--- config.mk ---
export PLATFORM = sky130hd
export DESIGN_NAME = one_edit_keyboard_match_core_flat
export DESIGN_NICKNAME = d
export VERILOG_FILES = /design/src/oekm_pkg.sv /design/src/oekm_if.sv /design/src/oekm_lane.sv /design/src/oekm_merge.sv /design/src/one_edit_keyboard_match_core.sv /design/src/flat_wrapper.sv
export VERILOG_INCLUDE_DIRS = /design/src /design/src/src
export SDC_FILE = /design/constraint.sdc
export NUM_CORES = 1
export LEC_CHECK = 0
export BUFFER_PORTS_ARGS = -buffer_cell sky130_fd_sc_hd__buf_2
export CORE_ASPECT_RATIO = 0.6
export CORE_UTILIZATION = 45
export DETAILED_ROUTE_END_ITERATION = 7
export PLACE_DENSITY = 0.68
export SYNTH_ARGS = -nofsm -noshare
export SYNTH_HDL_FRONTEND = slang
export SYNTH_SLANG_ARGS = --single-unit
--- constraint.sdc ---
create_clock -name clk -period 5.4 [get_ports clk]
set_input_delay 1.62 -clock clk [delete_from_list [all_inputs] [get_ports clk]]
set_output_delay 1.62 -clock clk [all_outputs]
set_load 0.1 [all_outputs]
--- src/one_edit_keyboard_match_core_macros.svh ---
// Assertion macros for the one-edit keyboard match RTL.
`ifndef ONE_EDIT_KEYBOARD_MATCH_CORE_MACROS_SVH
`define ONE_EDIT_KEYBOARD_MATCH_CORE_MACROS_SVH

// same-cycle implication
`define OEKM_ASSERT_IMP(lbl, clk, rstn, ant, con) \
	lbl: assert property (@(posedge clk) disable iff (!(rstn)) (ant) |-> (con)) \
		else $error("oekm: implication failed");

// next-cycle implication
`define OEKM_ASSERT_NEXT(lbl, clk, rstn, ant, con) \
	lbl: assert property (@(posedge clk) disable iff (!(rstn)) (ant) |=> (con)) \
		else $error("oekm: next-cycle implication failed");

`endif

--- src/oekm_pkg.sv ---
// Types, constants and keyboard grid lookup for the one-edit keyboard match block.
package oekm_pkg;

	localparam int BYTE_W = 8;
	localparam int TEXT_W = 64;
	localparam int LEN_W  = 4;
	localparam int REL_W  = 2;

	typedef logic [BYTE_W-1:0] byte_t;
	typedef logic [LEN_W-1:0]  len_t;
	typedef logic [REL_W-1:0]  relation_t;

	localparam relation_t REL_NONE      = 2'd0;
	localparam relation_t REL_EXACT     = 2'd1;
	localparam relation_t REL_CORRECTED = 2'd2;

	localparam byte_t CH_L = 8'h6C;
	localparam byte_t CH_N = 8'h6E;
	localparam byte_t CH_F = 8'h66;
	localparam byte_t CH_H = 8'h68;

	typedef struct packed {
		logic diff;
		logic sub;
		logic swap;
		logic eq0;
		logic eq1;
	} lane_flags_t;

	typedef struct packed {
		logic same;
		logic off_one;
	} len_info_t;

	typedef struct packed {
		logic       found;
		logic [1:0] row;
		logic [4:0] col;
	} grid_pos_t;

	// staggered grid: col = index*2 + row
	function automatic grid_pos_t grid_lookup(input byte_t ch);
		grid_pos_t p;
		p = '{found: 1'b1, row: 2'd0, col: 5'd0};
		case (ch)
			8'h71: begin p.row = 2'd0; p.col = 5'd0;  end // q
			8'h77: begin p.row = 2'd0; p.col = 5'd2;  end // w
			8'h65: begin p.row = 2'd0; p.col = 5'd4;  end // e
			8'h72: begin p.row = 2'd0; p.col = 5'd6;  end // r
			8'h74: begin p.row = 2'd0; p.col = 5'd8;  end // t
			8'h79: begin p.row = 2'd0; p.col = 5'd10; end // y
			8'h75: begin p.row = 2'd0; p.col = 5'd12; end // u
			8'h69: begin p.row = 2'd0; p.col = 5'd14; end // i
			8'h6F: begin p.row = 2'd0; p.col = 5'd16; end // o
			8'h70: begin p.row = 2'd0; p.col = 5'd18; end // p
			8'h61: begin p.row = 2'd1; p.col = 5'd1;  end // a
			8'h73: begin p.row = 2'd1; p.col = 5'd3;  end // s
			8'h64: begin p.row = 2'd1; p.col = 5'd5;  end // d
			8'h66: begin p.row = 2'd1; p.col = 5'd7;  end // f
			8'h67: begin p.row = 2'd1; p.col = 5'd9;  end // g
			8'h68: begin p.row = 2'd1; p.col = 5'd11; end // h
			8'h6A: begin p.row = 2'd1; p.col = 5'd13; end // j
			8'h6B: begin p.row = 2'd1; p.col = 5'd15; end // k
			8'h6C: begin p.row = 2'd1; p.col = 5'd17; end // l
			8'h7A: begin p.row = 2'd2; p.col = 5'd2;  end // z
			8'h78: begin p.row = 2'd2; p.col = 5'd4;  end // x
			8'h63: begin p.row = 2'd2; p.col = 5'd6;  end // c
			8'h76: begin p.row = 2'd2; p.col = 5'd8;  end // v
			8'h62: begin p.row = 2'd2; p.col = 5'd10; end // b
			8'h6E: begin p.row = 2'd2; p.col = 5'd12; end // n
			8'h6D: begin p.row = 2'd2; p.col = 5'd14; end // m
			default: p.found = 1'b0;
		endcase
		return p;
	endfunction

	function automatic logic sub_ok(input byte_t e, input byte_t a);
		grid_pos_t  pe;
		grid_pos_t  pa;
		logic [1:0] dr;
		logic [4:0] dc;
		logic       pair;
		pe   = grid_lookup(e);
		pa   = grid_lookup(a);
		dr   = (pe.row >= pa.row) ? (pe.row - pa.row) : (pa.row - pe.row);
		dc   = (pe.col >= pa.col) ? (pe.col - pa.col) : (pa.col - pe.col);
		pair = (e == CH_L && a == CH_N) || (e == CH_N && a == CH_L) ||
			(e == CH_F && a == CH_H) || (e == CH_H && a == CH_F);
		return pair || (pe.found && pa.found && dr <= 2'd1 && dc <= 5'd2);
	endfunction

endpackage

--- src/oekm_if.sv ---
// Request and response channel interfaces of the one-edit keyboard match block.
interface oekm_req_if;
	logic                          valid;
	logic                          ready;
	logic [oekm_pkg::TEXT_W-1:0]   expected_text;
	oekm_pkg::len_t                expected_length;
	logic [oekm_pkg::TEXT_W-1:0]   actual_text;
	oekm_pkg::len_t                actual_length;

	modport source (output valid, expected_text, expected_length, actual_text,
		actual_length, input ready);
	modport sink (input valid, expected_text, expected_length, actual_text,
		actual_length, output ready);
endinterface

interface oekm_rsp_if;
	logic                valid;
	logic                ready;
	oekm_pkg::relation_t relation;

	modport source (output valid, relation, input ready);
	modport sink (input valid, relation, output ready);
endinterface

--- src/oekm_lane.sv ---
// One byte-position lane: mismatch, substitution, swap, straight-compare and shifted-compare flags.
module oekm_lane #(
	parameter int IDX = 0
) (
	input  oekm_pkg::byte_t       e_byte,
	input  oekm_pkg::byte_t       a_byte,
	input  oekm_pkg::byte_t       e_next,
	input  oekm_pkg::byte_t       a_next,
	input  oekm_pkg::len_t        el,
	input  oekm_pkg::len_t        sl,
	input  logic                  exp_longer,
	output oekm_pkg::lane_flags_t flags
);
	localparam logic [oekm_pkg::LEN_W:0] POS      = (oekm_pkg::LEN_W+1)'(IDX);
	localparam logic [oekm_pkg::LEN_W:0] POS_NEXT = (oekm_pkg::LEN_W+1)'(IDX + 1);

	logic in_e;
	logic in_e_next;
	logic in_s;
	logic shift_eq;

	always_comb begin
		in_e      = {1'b0, el} > POS;
		in_e_next = {1'b0, el} > POS_NEXT;
		in_s      = {1'b0, sl} > POS;
		shift_eq  = exp_longer ? (e_next == a_byte) : (a_next == e_byte);

		flags.diff = in_e && (e_byte != a_byte);
		flags.sub  = oekm_pkg::sub_ok(e_byte, a_byte);
		flags.swap = in_e_next && (e_byte == a_next) && (e_next == a_byte);
		flags.eq0  = !in_s || (e_byte == a_byte);
		flags.eq1  = !in_s || shift_eq;
	end
endmodule

--- src/oekm_merge.sv ---
// Merging stage: combines lane flags into the relation code.
module oekm_merge #(
	parameter int LANES = 8
) (
	input  oekm_pkg::lane_flags_t [LANES-1:0] flags,
	input  oekm_pkg::len_info_t               len,
	output oekm_pkg::relation_t               relation
);
	logic [LANES-1:0] diff;
	logic [LANES-1:0] sub;
	logic [LANES-1:0] swap;
	logic [LANES-1:0] eq0;
	logic [LANES-1:0] eq1;
	logic [LANES:0]   pre;
	logic [LANES:0]   suf;
	logic [LANES-1:0] pair;
	logic             swap_hit;
	logic             del_hit;

	always_comb begin
		for (int i = 0; i < LANES; i++) begin
			diff[i] = flags[i].diff;
			sub[i]  = flags[i].sub;
			swap[i] = flags[i].swap;
			eq0[i]  = flags[i].eq0;
			eq1[i]  = flags[i].eq1;
		end

		// prefix of straight matches, suffix of shifted matches
		pre[0]     = 1'b1;
		suf[LANES] = 1'b1;
		for (int k = 0; k < LANES; k++)
			pre[k+1] = pre[k] && eq0[k];
		for (int k = LANES - 1; k >= 0; k--)
			suf[k] = suf[k+1] && eq1[k];
		del_hit = |(pre & suf);

		swap_hit = 1'b0;
		for (int j = 0; j < LANES - 1; j++) begin
			pair        = '0;
			pair[j]     = 1'b1;
			pair[j+1]   = 1'b1;
			swap_hit    = swap_hit || ((diff == pair) && swap[j]);
		end

		relation = oekm_pkg::REL_NONE;
		if (len.same) begin
			if (diff == '0)
				relation = oekm_pkg::REL_EXACT;
			else if (($countones(diff) == 1 && |(diff & sub)) || swap_hit)
				relation = oekm_pkg::REL_CORRECTED;
		end else if (len.off_one && del_hit) begin
			relation = oekm_pkg::REL_CORRECTED;
		end
	end
endmodule

--- src/one_edit_keyboard_match_core.sv ---
// Top level of the one-edit keyboard match block.
// Requests arrive on req: an expected word and a typed word of up to MAX_CHARS
// bytes each, byte 0 in the low bits, with a length field each; lengths above
// MAX_CHARS count as MAX_CHARS and bytes past a length are ignored.
// Each request yields one response on rsp carrying relation: none, exact match
// or corrected by one allowed edit (keyboard-neighbour substitution, adjacent
// swap, or one byte more or less).
// One lane per byte position compares the words; the lane flags are
// registered and a merging stage forms the relation into the output register.
// Pipeline: two register stages, the lane-flag register and then the output
// register; a stalled output holds a request in the lane stage.
// Throughput: one request per cycle while rsp.ready does not stall the output.
// A stalled response holds in the output register; the lane stage keeps
// taking a request while it is empty, so ready drops only when both stages
// hold work and rsp.ready is low.
// Reset clears both stage valid flags; the data registers are not reset.
`include "one_edit_keyboard_match_core_macros.svh"

module one_edit_keyboard_match_core #(
	parameter int MAX_CHARS = 8
) (
	input logic      clk,
	input logic      arst_n,
	oekm_req_if.sink   req,
	oekm_rsp_if.source rsp
);
	localparam int LANES = MAX_CHARS;
	localparam int BW    = oekm_pkg::BYTE_W;

	oekm_pkg::len_t      el_c;
	oekm_pkg::len_t      al_c;
	oekm_pkg::len_t      sl_c;
	logic                exp_longer;
	oekm_pkg::len_info_t len_d;

	oekm_pkg::lane_flags_t [LANES-1:0] flags_d;
	oekm_pkg::lane_flags_t [LANES-1:0] flags_s1;
	oekm_pkg::len_info_t               len_s1;
	logic                              valid_s1;
	logic                              s1_move;
	logic [LANES-1:0]                  diff_s1;
	oekm_pkg::relation_t               rel_d;
	logic                              out_valid_q;
	oekm_pkg::relation_t               relation_q;

	always_comb begin
		el_c = (req.expected_length > oekm_pkg::LEN_W'(MAX_CHARS)) ?
			oekm_pkg::LEN_W'(MAX_CHARS) : req.expected_length;
		al_c = (req.actual_length > oekm_pkg::LEN_W'(MAX_CHARS)) ?
			oekm_pkg::LEN_W'(MAX_CHARS) : req.actual_length;
		exp_longer    = el_c > al_c;
		sl_c          = exp_longer ? al_c : el_c;
		len_d.same    = el_c == al_c;
		len_d.off_one = ({1'b0, el_c} + 5'd1 == {1'b0, al_c}) ||
			({1'b0, al_c} + 5'd1 == {1'b0, el_c});
	end

	for (genvar i = 0; i < LANES; i++) begin : g_lane
		oekm_pkg::byte_t e_next;
		oekm_pkg::byte_t a_next;
		if (i + 1 < LANES) begin : g_next
			assign e_next = req.expected_text[(i+1)*BW +: BW];
			assign a_next = req.actual_text[(i+1)*BW +: BW];
		end else begin : g_last
			assign e_next = '0;
			assign a_next = '0;
		end
		oekm_lane #(.IDX(i)) u_lane (
			.e_byte     (req.expected_text[i*BW +: BW]),
			.a_byte     (req.actual_text[i*BW +: BW]),
			.e_next     (e_next),
			.a_next     (a_next),
			.el         (el_c),
			.sl         (sl_c),
			.exp_longer (exp_longer),
			.flags      (flags_d[i])
		);
		assign diff_s1[i] = flags_s1[i].diff;
	end

	assign s1_move   = !out_valid_q || rsp.ready;
	assign req.ready = !valid_s1 || s1_move;

	always_ff @(posedge clk or negedge arst_n) begin
		if (!arst_n) begin
			valid_s1 <= 1'b0;
		end else if (req.ready) begin
			valid_s1 <= req.valid;
		end
	end

	always_ff @(posedge clk) begin
		if (req.valid && req.ready) begin
			flags_s1 <= flags_d;
			len_s1   <= len_d;
		end
	end

	oekm_merge #(.LANES(LANES)) u_merge (
		.flags    (flags_s1),
		.len      (len_s1),
		.relation (rel_d)
	);

	always_ff @(posedge clk or negedge arst_n) begin
		if (!arst_n) begin
			out_valid_q <= 1'b0;
		end else if (s1_move) begin
			out_valid_q <= valid_s1;
		end
	end

	always_ff @(posedge clk) begin
		if (valid_s1 && s1_move)
			relation_q <= rel_d;
	end

	assign rsp.valid    = out_valid_q;
	assign rsp.relation = relation_q;

	`OEKM_ASSERT_NEXT(a_accept_fills_s1, clk, arst_n, req.valid && req.ready, valid_s1)
	`OEKM_ASSERT_NEXT(a_s1_drains_to_out, clk, arst_n, valid_s1 && s1_move, rsp.valid)
	`OEKM_ASSERT_IMP(a_empty_stage_ready, clk, arst_n, !valid_s1, req.ready)
	`OEKM_ASSERT_IMP(a_exact_needs_match, clk, arst_n,
		valid_s1 && rel_d == oekm_pkg::REL_EXACT, len_s1.same && diff_s1 == '0)
	`OEKM_ASSERT_IMP(a_relation_code, clk, arst_n, rsp.valid,
		rsp.relation == oekm_pkg::REL_NONE || rsp.relation == oekm_pkg::REL_EXACT ||
		rsp.relation == oekm_pkg::REL_CORRECTED)
endmodule

--- src/flat_wrapper.sv ---
// flat-port wrapper written by rule: the top's interface ports become plain ports
module one_edit_keyboard_match_core_flat 
#(
	parameter int MAX_CHARS = 8
)
  (clk, arst_n, req_valid, req_expected_text, req_expected_length, req_actual_text, req_actual_length, req_ready, rsp_valid, rsp_relation, rsp_ready);
  oekm_req_if req_i ();
  oekm_rsp_if rsp_i ();
  input logic clk;
  input logic arst_n;
  input wire logic [$bits(req_i.valid)-1:0] req_valid;
  input wire logic [$bits(req_i.expected_text)-1:0] req_expected_text;
  input wire logic [$bits(req_i.expected_length)-1:0] req_expected_length;
  input wire logic [$bits(req_i.actual_text)-1:0] req_actual_text;
  input wire logic [$bits(req_i.actual_length)-1:0] req_actual_length;
  output wire logic [$bits(req_i.ready)-1:0] req_ready;
  output wire logic [$bits(rsp_i.valid)-1:0] rsp_valid;
  output wire logic [$bits(rsp_i.relation)-1:0] rsp_relation;
  input wire logic [$bits(rsp_i.ready)-1:0] rsp_ready;
  assign req_i.valid = req_valid;
  assign req_i.expected_text = req_expected_text;
  assign req_i.expected_length = req_expected_length;
  assign req_i.actual_text = req_actual_text;
  assign req_i.actual_length = req_actual_length;
  assign req_ready = req_i.ready;
  assign rsp_valid = rsp_i.valid;
  assign rsp_relation = rsp_i.relation;
  assign rsp_i.ready = rsp_ready;
  one_edit_keyboard_match_core #(.MAX_CHARS(MAX_CHARS)) u_core (.clk(clk), .arst_n(arst_n), .req(req_i), .rsp(rsp_i));
endmodule
# --- Word level (Yosys, flattened, before mapping) ---
# Index checks and enable logic that the tools add are counted.
op_classes:
  add_sub_neg: 41
  magnitude_cmp: 51
  n_eq_ne: 464
  muxes: 63
  bitwise: 2
  n_reduce_logical: 192
ops:
  columns: ["op", "count"]
  rows:
  - ["$eq A8 B7 Y1 const B", 417]
  - ["$pmux W7 S25", 16]
  - ["$reduce_or A26 Y1", 16]
  - ["$eq A8 B8 Y1", 29]
  - ["$logic_and A1 B1 Y1", 103]
  - ["$sub A5 B5 Y5", 16]
  - ["$ne A8 B8 Y1", 8]
  - ["$logic_or A1 B1 Y1", 58]
  - ["$ge A5 B5 Y1", 8]
  - ["$le A5 B2 Y1 const B", 8]
  - ["$mux W5", 8]
  - ["$gt A4 B3 Y1 const B", 8]
  - ["$sub A2 B2 Y2", 16]
  - ["$logic_not A8 Y1", 3]
  - ["$mux W1", 24]
  - ["$mux W2", 12]
  - ["$ge A2 B2 Y1", 8]
  - ["$gt A4 B1 Y1 const B", 4]
  - ["$gt A4 B2 Y1 const B", 4]
  - ["$le A2 B1 Y1 const B", 8]
  - ["$mux W4", 3]
  - ["$add A4 B1 Y5 const B", 2]
  - ["$eq A5 B4 Y1", 2]
  - ["$logic_not A1 Y1", 10]
  - ["other kinds (17)", 22]
word_totals:
  regBits: 45
  inputBits: 140
  output_inout_bits: 4
  elab_cells: 857

# --- Depth between registers and ports, before layout ---
logic_depth:
  word_depth: 12
  ltp_mapped: 15
  ltp_nobuf: 14

# --- Cells and area by module ---
# A second synthesis with hierarchy kept.
hier_totals:
  cells_unflattened: 2151
  hier_area_um2: 14960.6
modules_own_cells:
  columns: ["mod", "n_inst", "cells_each", "area_per_inst_um2", "seq_area_each_um2"]
  rows:
  - ["one_edit_keyboard_match_core", 1, 100, 1775.5, 1371.3]
  - ["oekm_lane (u_core.g_lane[5].u_lane)", 1, 249, 1619.1, 0.0]
  - ["oekm_lane (u_core.g_lane[1].u_lane)", 1, 255, 1614.0, 0.0]
  - ["oekm_lane (u_core.g_lane[4].u_lane)", 1, 250, 1596.5, 0.0]
  - ["oekm_lane (u_core.g_lane[7].u_lane)", 1, 247, 1586.5, 0.0]
  - ["oekm_lane (u_core.g_lane[3].u_lane)", 1, 245, 1574.0, 0.0]
  - ["oekm_lane (u_core.g_lane[6].u_lane)", 1, 246, 1572.8, 0.0]
  - ["oekm_lane (u_core.g_lane[0].u_lane)", 1, 246, 1567.8, 0.0]
  - ["oekm_lane (u_core.g_lane[2].u_lane)", 1, 248, 1565.3, 0.0]
  - ["oekm_merge", 1, 65, 489.2, 0.0]

# --- Least setup slack after synthesis ---
# Ideal clock, no wire load.
synth_timing:
  kind: "input to register"
  startpoint: "in req_expected_text[41]"
  endpoint: "reg u_core.flags_s1[28] (netlist name), data pin"
  setup_ps: 257
  arrival_time_ps: 4225
  required_time_ps: 5143
  setup_slack_ps: 918
  cell_stages: 14
  n_path_buf: 2
  path_cell_list: "clkbuf_1 buf_2 nand2_1 o32a_1 o22ai_1 nand2_1 ha_1 fa_1 and2b_1 o21ai_0 mux2_2 a22oi_1 o2bb2ai_1 a32o_1"
synth_lines:
  columns: ["item", "line", "source"]
  rows:
  - ["start, declared", "flat_wrapper.sv:12", "input wire logic [$bits(req_i.expected_text)-1:0] req_expected_text;"]
  - ["end signal, assigned", "one_edit_keyboard_match_core.sv:94", "flags_s1 <= flags_d;"]
  - ["end, declared", "one_edit_keyboard_match_core.sv:37", "oekm_pkg::lane_flags_t [LANES-1:0] flags_s1;"]

==> results.toml <==
[place]
port_buffers = 143
gp_congestion = 0.986
placedCellCount = 2565
placed_area_mm2 = 0.0152
dp_hpwl_um = 36400
dp_worst_setup_slack_ns = 0.497

[grt]
track_usage = 0.270
gr-total-overflow = 0
grt_pass1_vias = 13700
grt_pass1_wl_um = 74600
grt_max_degree = 42
antenna_found_initial = 2

[floorplanning]
start_util = 0.465
dieArea_mm2 = 0.0335
die_x_um = 236
core_mm2 = 0.0317
num_rows = 50
ioPinCount = 144
dieHeight_um = 142

[cells_and_area]
multi_input_area_mm2 = 0.0121
nFillCells = 3178
area_growth_syn_to_layout_pct = 4.05
drive_gt1_frac = 0.0914
final_area_mm2 = 0.0153
regArea_mm2 = 0.00134
stdcell_count = 2574
fin_util = 0.483
mostFrequentLayoutCells = "nor2_1 (310), nand2_1 (212), xnor2_1 (154)"
mostFrequentLayoutCell = "nor2_1"
nets = 2420

[logic_synthesis]
synth_cell_types = 86
yosysWarningCount = 0
synth_seq_area_share = 0.0910
synth_edf_count = 43
syn-cell-area_mm2 = 0.0147
netlist_instances = 2182
synth_top_flop_cell = "edfxtp_1"
avgSynthCellArea_um2 = 6.75
synth-seq-cells = 45
async_flop_share = 0.0444
synth_fp_nets = 2446

[clocking]
hold_buffers = 0
cts-root-buf = "clkbuf_16"
clkSlewWorstSetupHoldPaths_ns = 0.08
cts_max_level = 2
clockBufferDepth = 2
cts_post_setup_buffers_inserted = 0
clk_latency_ns = 0.31
cts.sinks = 45
cts_inserted_buffers = 5
cts_tree = "done"
cts-resized-gates = 0

[timing]
finalHoldViolCount = 0
setup_violations = 0
rsz0062_at_grt = "false"
hold_ws_ns = 0.489
report.final.slew_viol_count = 0
relSlewSlack = 0.267
finalCriticalPeriod_ns = 4.62
fmax_mhz = 217
setup_tns_ns = 0
skew_ns = 0.0124
worst_slew_pin_slew_ns = 1.10
finalCritPeriodShare = 0.855
fin_ws_ns = 0.784

[worst_setup_path]
cp_slowest_cell = "a31oi_1"
startpoint = "req_expected_text[44]"
path_delay_family = "compound AO/OA/AOI/OAI gates"
cp_data_required_time_ns = 5.45
endpoint_kind = "flip-flop"
cp.depth = 12
worstSetupStartpointType = "input pin"
reg2reg_depth = 13
rr_startpoint = "u_core.diff_s1[1]"
critPathMaxStageDelay_ns = 0.48
cp_cell_sequence = "buf_2, nor2b_1, o311ai_0, a31oi_1, inv_1, fa_1, and2b_1, o21ai_0, mux2_2, a22oi_1, o2bb2ai_1, a32o_1"
crit_fanout = 19
cp.arrival_ns = 4.66
cp_num_buf_inv = 2
critical_path_class = "in2reg"

[pwr]
p_leak_nw = 5.94
vdd_drop_max_mv = 0.215
power.density_mw_per_mm2 = 130
total_power_mw = 1.99

[drt]
vias = 15700
ant_nets = 0
drc = 0
drt-initial-drc-count = 1830
wirelength_um = 46900
drt_pass1_iterations = 5
wire_per_inst_um = 18.2
viasPerCell = 6.10

[min_path]
hp-start = "u_core.valid_s1"
hold_depth = 1
hold_class = "reg2reg"

[run_status]
status = "finished, final reports clean"

[job]
maxCapViolCount = 0
kinds of logic (layout without fill, tap and decap cells):
logic type / count (synthesis) / count (layout) / synth area share
and+or+nand+nor: 887 / 887 / 0.287
DFF: 45 / 45 / 0.0910
muxes: 30 / 30 / 0.0215
other: 0 / 2 / 0
buffers and inverters: 304 / 278 / 0.0878
xor gates and xnor gates: 261 / 261 / 0.155
AOI/OAI and AO/OA: 530 / 530 / 0.237
adders and majority gates: 125 / 125 / 0.120
where the power goes:
part / leakage (nW) / switching, mW / internal (mW)
combinational: 5.41 / 0.728 / 0.443
clock: 0.0803 / 0.161 / 0.219
sequential: 0.441 / 0.0184 / 0.417
cell type report:
class                           instances  share of cell area
Sequential cell                        45              0.0875
Tap cell                              416              0.0339
Clock buffer                            5             0.00816
Timing Repair Buffer                  144              0.0472
Inverter                              127              0.0311
Multi-Input combinational cell       1833               0.789
Antenna cell                            2            0.000326
Clock inverter                          2             0.00253
synthesized netlist by cell type, types with 9 or more instances:
cell type | instances | area share
inv_1 | 126 | 0.032
o21a_1 | 9 | 0.0046
xor2_1 | 107 | 0.064
a32oi_1 | 18 | 0.011
nand2b_1 | 51 | 0.022
or3_1 | 11 | 0.0047
o22ai_1 | 32 | 0.014
o221ai_1 | 12 | 0.0071
a31oi_1 | 49 | 0.021
a21o_1 | 11 | 0.0056
nor2_1 | 310 | 0.079
ha_1 | 96 | 0.082
fa_1 | 28 | 0.038
or2_2 | 15 | 0.0064
nand3_1 | 40 | 0.014
o32a_1 | 19 | 0.013
clkbuf_1 | 44 | 0.011
nor4_1 | 54 | 0.023
mux2i_1 | 26 | 0.018
nand4_1 | 35 | 0.015
o211ai_1 | 13 | 0.0066
a211oi_1 | 24 | 0.012
nor2b_1 | 41 | 0.017
edfxtp_1 | 43 | 0.088
nand3b_1 | 34 | 0.017
xnor2_1 | 154 | 0.092
nor3_1 | 44 | 0.015
o21ai_0 | 95 | 0.032
a21oi_1 | 143 | 0.049
nand2_1 | 212 | 0.054
buf_2 | 109 | 0.037
buf_1 | 20 | 0.0051
a31o_2 | 15 | 0.0089
a22oi_1 | 9 | 0.0046
or4_1 | 10 | 0.0051
flip-flops by register name, summed over array words and instances (netlist names):
register and count:
u_core.diff_s1 8, u_core.flags_s1 31, u_core.len_s1 2, u_core.rsp.relation 2, u_core.rsp.valid 1, u_core.valid_s1 1
layer usage:
layer	global-route usage	vias up	part of all wire	wire, µm
li1	-	7617	-	-
met1	0.413	7301	0.48	22600
met2	0.393	748	0.41	19400
met3	0.0514	36	0.097	4560
met4	0.0375	0	0.0091	425
met5	0	-	0	0
worst paths after layout:
path | end | slack (ns)
max in group asynchronous | u_core.valid_s1 | 4.21
min in group asynchronous | u_core.rsp.valid | 1.08
min | u_core.rsp.valid | 0.49
max reg2reg | u_core.rsp.relation[1] | 1.37
min reg2reg | u_core.rsp.valid | 0.49
max | u_core.flags_s1[28] | 0.78
(Power assumes the default switching activity.)
